<file path="src/design/etfi_pkg.sv">
// Shared types and constants for the escape-time fractal iterator.
// Used by etfi_ctrl, etfi_dp and escape_time_fractal_iterator; no dependencies.
package etfi_pkg;

    // default parameter values
    localparam int FRAC_BITS_DEF  = 28;
    localparam int COUNT_BITS_DEF = 16;

    // widths fixed by the field definitions
    localparam int PART_W    = 32;
    localparam int PROD_W    = 64;
    localparam int SUM_W     = 66;
    localparam int KIND_W    = 2;
    localparam int ITER_W    = 16;
    localparam int CFG_IDX_W = 8;
    localparam int CFG_DAT_W = 32;

    // register indexes on the configuration port
    localparam logic [CFG_IDX_W-1:0] REG_KIND     = 8'd0;
    localparam logic [CFG_IDX_W-1:0] REG_CONST_RE = 8'd1;
    localparam logic [CFG_IDX_W-1:0] REG_CONST_IM = 8'd2;
    localparam logic [CFG_IDX_W-1:0] REG_MAX_ITER = 8'd3;

    // fractal kinds
    localparam logic [KIND_W-1:0] KIND_MANDEL = 2'd0;
    localparam logic [KIND_W-1:0] KIND_JULIA  = 2'd1;
    localparam logic [KIND_W-1:0] KIND_SHIP   = 2'd2;

    localparam logic [ITER_W-1:0] MAX_ITER_RST = 16'd256;

    // multiplier operation selects
    localparam logic [1:0] OP_NONE = 2'd0;
    localparam logic [1:0] OP_RR   = 2'd1;  // re * re
    localparam logic [1:0] OP_II   = 2'd2;  // im * im
    localparam logic [1:0] OP_RI   = 2'd3;  // re * im (abs for burning ship)

    // controller to datapath
    typedef struct packed {
        logic       load;    // capture point, set up z, k, bound, limit
        logic [1:0] op;      // multiplier operation this cycle
        logic       update;  // write new z, bump the count
        logic       emit;    // present the count on the result port
    } t_dp_cmd;

    // datapath to controller
    typedef struct packed {
        logic finish;        // escaped or at the iteration limit
    } t_dp_status;

    // clamp a wide signed sum to the 32-bit signed range
    function automatic logic signed [PART_W-1:0] sat32(input logic signed [SUM_W-1:0] v);
        logic signed [SUM_W-1:0] hi;
        logic signed [SUM_W-1:0] lo;
        hi = SUM_W'(32'sh7FFF_FFFF);
        lo = -(SUM_W'(33'sh0_8000_0000));
        if (v > hi) begin
            return 32'sh7FFF_FFFF;
        end else if (v < lo) begin
            return 32'sh8000_0000;
        end
        return v[PART_W-1:0];
    endfunction

endpackage

</file>
<file path="src/design/etfi_ctrl.sv">
// Controller state machine for the escape-time fractal iterator.
// Depends on etfi_pkg; drives etfi_dp through t_dp_cmd.
module etfi_ctrl (
    input  logic                i_clk,
    input  logic                i_rst_n,
    input  logic                start,
    output logic                busy,
    input  etfi_pkg::t_dp_status i_status,
    output etfi_pkg::t_dp_cmd    o_cmd
);
    import etfi_pkg::*;

    localparam logic [2:0] S_IDLE = 3'd0;
    localparam logic [2:0] S_MRR  = 3'd1;
    localparam logic [2:0] S_MII  = 3'd2;
    localparam logic [2:0] S_MRI  = 3'd3;
    localparam logic [2:0] S_UPD  = 3'd4;

    logic [2:0] r_state;
    logic [2:0] n_state;

    // state register
    always_ff @(posedge i_clk) begin
        if (!i_rst_n) begin
            r_state <= S_IDLE;
        end else begin
            r_state <= n_state;
        end
    end

    // one iteration: three multiplies then the update / escape decision
    always_comb begin
        n_state      = r_state;
        o_cmd        = '0;
        o_cmd.op     = OP_NONE;
        unique case (r_state)
            S_IDLE: begin
                if (start) begin
                    o_cmd.load = 1'b1;
                    n_state    = S_MRR;
                end
            end
            S_MRR: begin
                o_cmd.op = OP_RR;
                n_state  = S_MII;
            end
            S_MII: begin
                o_cmd.op = OP_II;
                n_state  = S_MRI;
            end
            S_MRI: begin
                o_cmd.op = OP_RI;
                n_state  = S_UPD;
            end
            S_UPD: begin
                if (i_status.finish) begin
                    o_cmd.emit = 1'b1;
                    n_state    = S_IDLE;
                end else begin
                    o_cmd.update = 1'b1;
                    n_state      = S_MRR;
                end
            end
            default: begin
                n_state = S_IDLE;
            end
        endcase
    end

    assign busy = (r_state != S_IDLE);

endmodule

</file>
<file path="src/design/etfi_dp.sv">
// Datapath for the escape-time fractal iterator: config registers, z/k state,
// one shared 32x32 multiplier, escape test, saturating update, result register.
// Depends on etfi_pkg; commanded by etfi_ctrl.
module etfi_dp #(
    parameter int FRAC_BITS  = etfi_pkg::FRAC_BITS_DEF,
    parameter int COUNT_BITS = etfi_pkg::COUNT_BITS_DEF
) (
    input  logic                                        i_clk,
    input  logic                                        i_rst_n,
    input  logic                                        i_cfg_we,
    input  logic [etfi_pkg::CFG_IDX_W-1:0]              i_cfg_idx,
    input  logic [etfi_pkg::CFG_DAT_W-1:0]              i_cfg_data,
    input  logic signed [etfi_pkg::PART_W-1:0]          i_point_re,
    input  logic signed [etfi_pkg::PART_W-1:0]          i_point_im,
    input  etfi_pkg::t_dp_cmd                           i_cmd,
    output etfi_pkg::t_dp_status                        o_status,
    output logic                                        o_valid,
    output logic [etfi_pkg::ITER_W-1:0]                 o_iteration_count
);
    import etfi_pkg::*;

    localparam int LW = (COUNT_BITS > ITER_W) ? COUNT_BITS : ITER_W;
    localparam logic [LW-1:0] CMAX = LW'({COUNT_BITS{1'b1}});
    localparam logic signed [SUM_W-1:0] BOUND4 = SUM_W'(4) <<< FRAC_BITS;
    localparam logic signed [SUM_W-1:0] BOUND3 = SUM_W'(3) <<< FRAC_BITS;

    // configuration registers
    logic [KIND_W-1:0]        r_kind;
    logic signed [PART_W-1:0] r_const_re;
    logic signed [PART_W-1:0] r_const_im;
    logic [ITER_W-1:0]        r_max_iter;

    // iteration state
    logic signed [PART_W-1:0] r_zr;
    logic signed [PART_W-1:0] r_zi;
    logic signed [PART_W-1:0] r_kr;
    logic signed [PART_W-1:0] r_ki;
    logic                     r_julia;
    logic                     r_ship;
    logic [COUNT_BITS-1:0]    r_count;
    logic [COUNT_BITS-1:0]    r_limit;
    logic signed [PROD_W-1:0] r_prod;
    logic signed [PROD_W-1:0] r_sr;
    logic signed [PROD_W-1:0] r_si;
    logic                     r_valid;
    logic [ITER_W-1:0]        r_out;

    logic signed [PART_W-1:0] w_mul_a;
    logic signed [PART_W-1:0] w_mul_b;
    logic signed [PROD_W-1:0] w_prod;
    logic signed [PROD_W-1:0] w_cross;
    logic signed [SUM_W-1:0]  w_mag;
    logic signed [SUM_W-1:0]  w_new_re;
    logic signed [SUM_W-1:0]  w_new_im;
    logic                     w_escape;
    logic                     w_at_limit;
    logic                     w_julia_in;
    logic                     w_ship_in;
    logic [LW-1:0]            w_max_ext;
    logic [COUNT_BITS-1:0]    w_limit_in;

    // abs with the most negative value clamped to the positive maximum
    function automatic logic signed [PART_W-1:0] abs_sat(input logic signed [PART_W-1:0] v);
        if (v == 32'sh8000_0000) begin
            return 32'sh7FFF_FFFF;
        end
        return (v < 0) ? -v : v;
    endfunction

    // configuration writes; unknown indexes are dropped
    always_ff @(posedge i_clk) begin
        if (!i_rst_n) begin
            r_kind     <= KIND_MANDEL;
            r_const_re <= '0;
            r_const_im <= '0;
            r_max_iter <= MAX_ITER_RST;
        end else if (i_cfg_we) begin
            unique case (i_cfg_idx)
                REG_KIND:     r_kind     <= i_cfg_data[KIND_W-1:0];
                REG_CONST_RE: r_const_re <= i_cfg_data[PART_W-1:0];
                REG_CONST_IM: r_const_im <= i_cfg_data[PART_W-1:0];
                REG_MAX_ITER: r_max_iter <= i_cfg_data[ITER_W-1:0];
                default: ;
            endcase
        end
    end

    // setup values for a new point
    assign w_julia_in = (r_kind == KIND_JULIA);
    assign w_ship_in  = (r_kind == KIND_SHIP);
    assign w_max_ext  = LW'(r_max_iter);
    assign w_limit_in = COUNT_BITS'((w_max_ext > CMAX) ? CMAX : w_max_ext);

    // shared multiplier operand select
    always_comb begin
        case (i_cmd.op)
            OP_RR: begin
                w_mul_a = r_zr;
                w_mul_b = r_zr;
            end
            OP_II: begin
                w_mul_a = r_zi;
                w_mul_b = r_zi;
            end
            OP_RI: begin
                w_mul_a = r_ship ? abs_sat(r_zr) : r_zr;
                w_mul_b = r_ship ? abs_sat(r_zi) : r_zi;
            end
            default: begin
                w_mul_a = r_zr;
                w_mul_b = r_zi;
            end
        endcase
    end

    assign w_prod = w_mul_a * w_mul_b;

    // escape test and next z from the registered products
    assign w_cross    = r_prod >>> (FRAC_BITS - 1);
    assign w_mag      = SUM_W'(r_sr) + SUM_W'(r_si);
    assign w_escape   = (w_mag >= (r_julia ? BOUND3 : BOUND4));
    assign w_at_limit = (r_count == r_limit);
    assign w_new_re   = SUM_W'(r_sr) - SUM_W'(r_si) + SUM_W'(r_kr);
    assign w_new_im   = SUM_W'(w_cross) + SUM_W'(r_ki);

    assign o_status.finish = w_escape || w_at_limit;

    // z, k and per-point setup
    always_ff @(posedge i_clk) begin
        if (i_cmd.load) begin
            r_julia <= w_julia_in;
            r_ship  <= w_ship_in;
            r_limit <= w_limit_in;
            if (w_julia_in) begin
                r_zr <= i_point_re;
                r_zi <= i_point_im;
                r_kr <= r_const_re;
                r_ki <= r_const_im;
            end else begin
                r_zr <= sat32(SUM_W'(i_point_re) + SUM_W'(r_const_re));
                r_zi <= sat32(SUM_W'(i_point_im) + SUM_W'(r_const_im));
                r_kr <= i_point_re;
                r_ki <= i_point_im;
            end
        end else if (i_cmd.update) begin
            r_zr <= sat32(w_new_re);
            r_zi <= sat32(w_new_im);
        end
    end

    // product register and scaled squares
    always_ff @(posedge i_clk) begin
        if (i_cmd.op != OP_NONE) begin
            r_prod <= w_prod;
        end
        if (i_cmd.op == OP_II) begin
            r_sr <= r_prod >>> FRAC_BITS;
        end
        if (i_cmd.op == OP_RI) begin
            r_si <= r_prod >>> FRAC_BITS;
        end
    end

    // iteration counter
    always_ff @(posedge i_clk) begin
        if (!i_rst_n) begin
            r_count <= '0;
        end else if (i_cmd.load) begin
            r_count <= '0;
        end else if (i_cmd.update) begin
            r_count <= r_count + 1'b1;
        end
    end

    // result register, one-cycle strobe
    always_ff @(posedge i_clk) begin
        if (!i_rst_n) begin
            r_valid <= 1'b0;
        end else begin
            r_valid <= i_cmd.emit;
        end
        if (i_cmd.emit) begin
            r_out <= ITER_W'(LW'(r_count));
        end
    end

    assign o_valid           = r_valid;
    assign o_iteration_count = r_out;

endmodule

</file>
<file path="src/design/escape_time_fractal_iterator.sv">
// Top level of the escape-time fractal iterator (Mandelbrot, Julia, burning ship).
// Depends on etfi_pkg, etfi_ctrl and etfi_dp.
//
//  channel   | ports                                       | transfer when
//  ----------+---------------------------------------------+----------------------
//  point in  | start, busy, i_point_re, i_point_im         | start high, busy low
//  count out | o_valid, o_iteration_count                  | o_valid high (1 cycle)
//  config    | i_cfg_we, i_cfg_idx, i_cfg_data             | i_cfg_we high
//
// After the accepting edge, each escape check runs three products through the
// single shared 32x32 multiplier and then an update step; the result strobe
// follows the last check. busy drops in the strobe cycle, so the next point can
// be taken at the edge that ends it. Reset (synchronous, active low) restores
// the register defaults and idles the controller. The result strobe is high for
// exactly one cycle; the receiver cannot stall it.
module escape_time_fractal_iterator #(
    parameter int FRAC_BITS  = etfi_pkg::FRAC_BITS_DEF,
    parameter int COUNT_BITS = etfi_pkg::COUNT_BITS_DEF
) (
    input  logic                               i_clk,
    input  logic                               i_rst_n,
    input  logic                               i_cfg_we,
    input  logic [etfi_pkg::CFG_IDX_W-1:0]     i_cfg_idx,
    input  logic [etfi_pkg::CFG_DAT_W-1:0]     i_cfg_data,
    input  logic                               start,
    output logic                               busy,
    input  logic signed [etfi_pkg::PART_W-1:0] i_point_re,
    input  logic signed [etfi_pkg::PART_W-1:0] i_point_im,
    output logic                               o_valid,
    output logic [etfi_pkg::ITER_W-1:0]        o_iteration_count
);
    import etfi_pkg::*;

    t_dp_cmd    w_cmd;
    t_dp_status w_status;

    etfi_ctrl u_ctrl (
        .i_clk    (i_clk),
        .i_rst_n  (i_rst_n),
        .start    (start),
        .busy     (busy),
        .i_status (w_status),
        .o_cmd    (w_cmd)
    );

    etfi_dp #(
        .FRAC_BITS  (FRAC_BITS),
        .COUNT_BITS (COUNT_BITS)
    ) u_dp (
        .i_clk             (i_clk),
        .i_rst_n           (i_rst_n),
        .i_cfg_we          (i_cfg_we),
        .i_cfg_idx         (i_cfg_idx),
        .i_cfg_data        (i_cfg_data),
        .i_point_re        (i_point_re),
        .i_point_im        (i_point_im),
        .i_cmd             (w_cmd),
        .o_status          (w_status),
        .o_valid           (o_valid),
        .o_iteration_count (o_iteration_count)
    );

endmodule
</file>
<file path="config.mk">
export PLATFORM = sky130hd
export DESIGN_NAME = escape_time_fractal_iterator
export DESIGN_NICKNAME = d
export VERILOG_FILES = /design/src/design/etfi_pkg.sv /design/src/design/etfi_ctrl.sv /design/src/design/etfi_dp.sv /design/src/design/escape_time_fractal_iterator.sv
export SDC_FILE = /design/constraint.sdc
export NUM_CORES = 2
export LEC_CHECK = 0
export ABC_AREA = 1
export BUFFER_PORTS_ARGS = -buffer_cell sky130_fd_sc_hd__buf_4
export CORE_ASPECT_RATIO = 0.6
export CORE_MARGIN = 10
export CORE_UTILIZATION = 60
export DETAILED_ROUTE_END_ITERATION = 7
export HOLD_SLACK_MARGIN = 0.06
export PLACE_DENSITY = 0.89
export SETUP_SLACK_MARGIN = 0.2
export SLEW_MARGIN = 20
export SYNTH_ARGS = -nofsm -noshare
export SYNTH_HDL_FRONTEND = slang
export SYNTH_SLANG_ARGS = --single-unit
</file>
<file path="constraint.sdc">
create_clock -name i_clk -period 9.8 [get_ports i_clk]
set_clock_uncertainty 0.15 [all_clocks]
set_input_delay 0.98 -clock i_clk [delete_from_list [all_inputs] [get_ports i_clk]]
set_output_delay 0.98 -clock i_clk [all_outputs]
set_load 0.005 [all_outputs]
</file>
### Word-level counts from Yosys, hierarchy flattened

Index checks and enable logic that the tools add are counted.

* input bits: 108
* logic and storage cells: 128
* bits in registers: 400

* reductions and logical operators: 11
* $mul: 1
* bitwise logic cells: 1
* $add $sub $neg: 9
* eq/ne operators: 16
* order comparisons: 12
* muxes and demuxes: 60

Operators by type and width (count)
* 2-to-1 mux 32 bit: 28
* greater-than comparator 66 x 32 -> 1 bit (second input constant): 4
* < comparator 66 x 32 -> 1 bit (second input constant): 4
* case mux 32 bit (2 select lines): 2
* adder 37 x 32 -> 38 bit: 2
* adder 32 x 32 -> 33 bit: 2
* >= comparator 66 bit: 1
* == test 32 bit (second input constant): 2
* < comparator 32 x 1 -> 1 bit (second input constant): 2
* multiplier 32 x 32 -> 64 bit: 1
* negator 32 bit: 2
* adder 36 x 36 -> 37 bit: 1
* subtractor 36 x 36 -> 37 bit: 1
* 2-to-1 mux 31 bit: 1
* 2-to-1 mux 1 bit: 25
* adder 16 x 1 -> 16 bit (second input constant): 1
* == test 16 bit: 1
* == test 8 x 2 -> 1 bit (second input constant): 2
* greater-than comparator 16 bit (second input constant): 1
* case mux 3 bit (5 select lines): 1
* == test 8 x 1 -> 1 bit (second input constant): 1
* zero test 8 bit: 1
* AND reduction 2 bit: 4
* == test 2 bit (second input constant): 3
* 14 further kinds: 17

### Depth between registers and ports, before layout

* depth in word-level cells: 10
* mapped depth: 47
* mapped depth without buffers: 45

### Hierarchy

From an unflattened synthesis, not the netlist that was laid out.

* cell total of the unflattened synthesis: 8242
* area total of the unflattened synthesis: 65031.1 um^2

By module, submodules not included
* etfi_dp: cells each 8216, instances 1, sequential area each 10119.7 um^2, area an instance 64872.2 um^2
* etfi_ctrl: cells each 26, instances 1, sequential area each 60.1 um^2, area an instance 158.9 um^2

### Worst setup path after synthesis

Ideal clock, no wire load.

* path kind: reg-to-reg
* from: register u_ctrl.r_state[1]
* to: register u_dp.r_prod[62] (data pin)
* period minus slack after synthesis: 9.479 ns
* data arrival time: 9.070 ns
* required time: 9.391 ns
* cell stages (with the launch flop): 34
* path slack: 0.321 ns
* path buffers: 2
* setup time: 0.259 ns
* cells stage by stage: dfxtp_1 -> inv_2 -> nor2_2 -> inv_2 -> nor2_2 -> clkbuf_1 -> buf_2 -> o21ai_0 -> nand2_1 -> nand2_1 -> inv_1 -> fa_1 -> fa_1 -> inv_1 -> fa_1 -> inv_1 -> fa_1 -> inv_1 -> fa_1 -> inv_1 -> fa_1 -> inv_1 -> fa_1 -> fa_1 -> inv_1 -> ha_1 -> a21oi_1 -> inv_1 -> a21oi_1 -> a21boi_0 -> o21ai_0 -> a31oi_1 -> nand2_1 -> xor2_1

* longest elaborated chain between the ends: 5
* elaborated cells on any way between the ends: 10

RTL lines
* from (decl): RTL line etfi_ctrl.sv:19 `logic [2:0] r_state;`
* from (signal assigned): RTL line etfi_ctrl.sv:27 `r_state <= n_state;`
* == test 3 x 2 -> 1 bit or == test 3 x 1 -> 1 bit (tied branches): RTL line etfi_ctrl.sv:36 `unique case (r_state)`
* case mux 2 bit (3 select lines) (*): RTL line etfi_ctrl.sv:36
* == test 2 bit or == test 2 x 1 -> 1 bit (tied branches): RTL line etfi_dp.sv:96 `case (i_cmd.op)`
* case mux 32 bit (2 select lines): RTL line etfi_dp.sv:96
* multiplier 32 x 32 -> 64 bit (*): RTL line etfi_dp.sv:116 `assign w_prod = w_mul_a * w_mul_b;`
* net u_dp.w_prod[62]: RTL line etfi_dp.sv:50 `logic signed [PROD_W-1:0] w_prod;`
* to (signal assigned): RTL line etfi_dp.sv:154 `r_prod <= w_prod;`
* to (decl): RTL line etfi_dp.sv:42 `logic signed [PROD_W-1:0] r_prod;`

Mark *: on every way through the listed nets, which the timed path passes. The rest lies on a longest branch.
A chain may end at the register's enable or synchronous reset.

### Worst setup path in the final report

* from: register u_dp.r_zr[5]
* to: register u_dp.r_prod[60] (data pin)

* longest elaborated chain between the ends: 7
* elaborated cells on any way between the ends: 11

RTL lines
* from (decl): RTL line etfi_dp.sv:34 `logic signed [PART_W-1:0] r_zr;`
* from (signal assigned): RTL line etfi_dp.sv:135 `r_zr <= i_point_re;`
* from (signal assigned): RTL line etfi_dp.sv:140 `r_zr <= sat32(SUM_W'(i_point_re) + SUM_W'(r_const_re));`
* from (signal assigned): RTL line etfi_dp.sv:146 `r_zr <= sat32(w_new_re);`
* branches (longest 6 deep; another with negator 32 bit)
* multiplier 32 x 32 -> 64 bit (*): RTL line etfi_dp.sv:116
* net u_dp.w_prod[60]: RTL line etfi_dp.sv:50

Mark *: on every way through the listed nets, which the timed path passes. The select of a mux whose other input is x is not followed.

==> results.yml <==
floorplan:
  ios: 126
  initial_core_util: 0.604
  fp.dieW_um: 453
  chipHeight_um: 280
  row_count: 95
  core_um2: 112000
  die_area_um2: 127000
clock_tree:
  numCtsBuffers: 34
  root_buffer: "clkbuf_16"
  cts.sinks: 373
  path_clk_slew_ns: 0.08
  htreeDepth: 2
  clk_latency_ns: 0.59
  tritoncts: "done"
  clk_path_buf_depth: 3
critical_path:
  cp_slowest_cell: "fa_2"
  endpoint: "u_dp.r_prod[60]"
  arrival_ns: 9.76
  critPathRequiredTime_ns: 9.98
  worst_r2r_path_depth: 39
  cp-startpoint: "u_dp.r_zr[5]"
  worst_path_largest_cell_delay_ns: 0.63
  rrSetupSlack_ns: 0.23
  cp_max_fo: 6
  r2r-start: "u_dp.r_zr[5]"
  r2r_end: "u_dp.r_prod[60]"
  crit_type: "reg2reg"
  end_kind: "flop"
  cpMostUsedCell: "fa_1"
  critPathLaunchType: "flop"
timing:
  period_needed_ns: 9.57
  rsz0062_at_grt: "yes"
  finalSetupViolCount: 0
  final_hold_viol_count: 0
  period_share: 0.977
  worst_pin_slew_ns: 1.10
  fmax_mhz: 104
  slew_headroom: 0.265
  slew_viol_final: 0
  whs_ns: 0.283
detailed_routing:
  drc: 0
  met3_length_um: 56900
  top_layer_used: "met5"
  vias: 64100
  dr_wl_met2_um: 99500
  finalWirelength_um: 270000
  wl_met1_um: 105000
  post_drt_wl_per_cell_um: 25.4
  first_pass_iters: 8
  ant_nets: 0
  drt_iter0_drc: 9347
  avgViaCountPerCell: 6.04
logic_synthesis:
  ys_warn_count: 0
  netlist_instances: 8613
  synth_simple_gate_area_share: 0.201
  synth-compound-area-share: 0.0865
  syn-mean-instance-area_um2: 7.85
  synth_top_family_by_area: "adder cells"
  ys.flop_type: "edfxtp_1"
  synth_cell_type_count: 71
  yosysSeqAreaShare: 0.151
  ys_ff_latch: 373
  syn-num-nets: 10200
  synthAdderAreaFrac: 0.405
  synth-edff-count: 271
  synth_xor_area_frac: 0.0311
  netlist_area_um2: 67600
  synth.area.mux_share: 0
  async_flop_share: 0
global_routing:
  antenna_found_initial: 16
  grt_pass1_wl_um: 385000
  grt_usage: 0.406
  grt_max_degree: 80
  grt_pass1_vias: 61200
  gr-total-overflow: 0
layout:
  final_util: 0.696
  drive_above_1_share: 0.148
  syn_to_final_growth_pct: 15.2
  final_cell_mix: "inv_1 (1824), nand2_1 (1656), fa_1 (1097)"
  final_common_cell: "inv_1"
  fillers: 8898
  nNetsFinal: 10700
placed_design:
  place_congestion: 1.11
  hpwl_um: 223000
  io_buffers: 125
status:
  status: "finished clean"
run:
  cap_violations: 0
min_path:
  hold_path.class: "reg2reg"
layer usage:
metal  vias up  GRT usage
met5         -    0.00234
met4        16     0.0874
met3       692      0.235
met2      5297      0.507
met1     31000      0.594
li1      27100          -
Yosys cell counts, types with 74 or more instances:
cell type,instances,area share
a21oi_1,415,0.031
buf_2,86,0.0064
clkbuf_1,143,0.0079
dfxtp_1,102,0.030
edfxtp_1,271,0.12
fa_1,1121,0.33
ha_1,396,0.073
inv_1,1881,0.10
nand2_1,1719,0.095
nand3_1,284,0.021
nor2_1,1037,0.058
o21ai_0,297,0.022
xnor2_1,74,0.0096
xor2_1,166,0.022
how the worst min path moves through the flow:
stage                                   start  slack (ns)               end  depth (start not counted)
final                      u_dp.r_max_iter[4]        0.28   u_dp.r_limit[4]                          0
after floorplan            u_dp.r_max_iter[0]        0.25   u_dp.r_limit[0]                          0
after global placement    u_dp.r_max_iter[12]        0.26  u_dp.r_limit[12]                          0
after global routing      u_dp.r_max_iter[15]        0.29  u_dp.r_limit[15]                          0
after detailed placement   u_dp.r_max_iter[4]        0.26   u_dp.r_limit[4]                          0
after CTS                  u_dp.r_max_iter[7]        0.28   u_dp.r_limit[7]                          0
stage by stage:
step / cells / area [um^2] / TNS (ns) / setup slack [ns]
finish: 10600 / 77900 / 0 / 0.226
CTS: 10500 / 74700 / 0 / 0.199
global placement: 10400 / 73200 / -0.0595 / -0.0595
detailed placement: 10400 / 73200 / -0.737 / -0.170
floorplan: 8613 / 67600 / 0 / 0.321
global route: 10600 / 77800 / 0 / 0.0245
sequential cells by signal (all words and copies together) (netlist names):
name and count:
u_dp.o_iteration_count 16, u_dp.o_valid 1, u_dp.r_zr 32, u_ctrl.r_state 3
u_dp.r_zi 32, u_dp.r_kind 2, u_dp.r_const_im 32, u_dp.r_ship 1
u_dp.r_prod 37, u_dp.r_julia 1, u_dp.r_ki 32, u_dp.r_max_iter 16
u_dp.r_kr 32, u_dp.r_limit 16, u_dp.r_si 36, u_dp.r_sr 36
u_dp.r_const_re 32, u_dp.r_count 16
timing repair:
| item | 4_1_cts | 5_1_grt |
|---|---|---|
| buffers inserted | 10 | 89 |
| hold buffers | 0 | 0 |
| gates cloned | 3 | 9 |
| pin swaps | 24 | 228 |
| resized for setup | 96 | 547 |
| endpoints found under the setup margin | 32 | 37 |
| hold endpoints to repair | 0 | 0 |
logic make-up (layout without fill, tap and decap cells):
kind of cell / Yosys count / in the layout
AND/OR/NAND/NOR: 3303 / 3303
buffers and inverters: 2185 / 2672
adder cells (fa/ha/maj): 1517 / 1517
AO/OA/AOI/OAI: 995 / 995
flip-flops: 373 / 373
XOR/XNOR: 240 / 240
other: 0 / 18
final cells by class:
type | instances | area, um^2 | share of cell area
Inverter | 1918 | 7270 | 0.0934
Sequential cell | 373 | 10200 | 0.131
Tap cell | 1503 | 1880 | 0.0241
Clock buffer | 47 | 1020 | 0.0131
Timing Repair inverter | 3 | 20.0 | 0.000257
Antenna cell | 18 | 45.0 | 0.000578
Multi-Input combinational cell | 6055 | 51200 | 0.657
Clock inverter | 13 | 135 | 0.00174
Timing Repair Buffer | 691 | 6120 | 0.0786
worst max-delay path: cells and delay by family, from the launching register on:
family	cells	cell delay, ns
buffers and inverters	13	1.56
adder cells (fa/ha/maj)	9	4.49
AO/OA/AOI/OAI	6	0.88
AND/OR/NAND/NOR	11	1.74
flip-flops	1	0.48
Power is not shown: default switching activity piles up to over one toggle a cycle in this logic, so the estimate is an artifact.
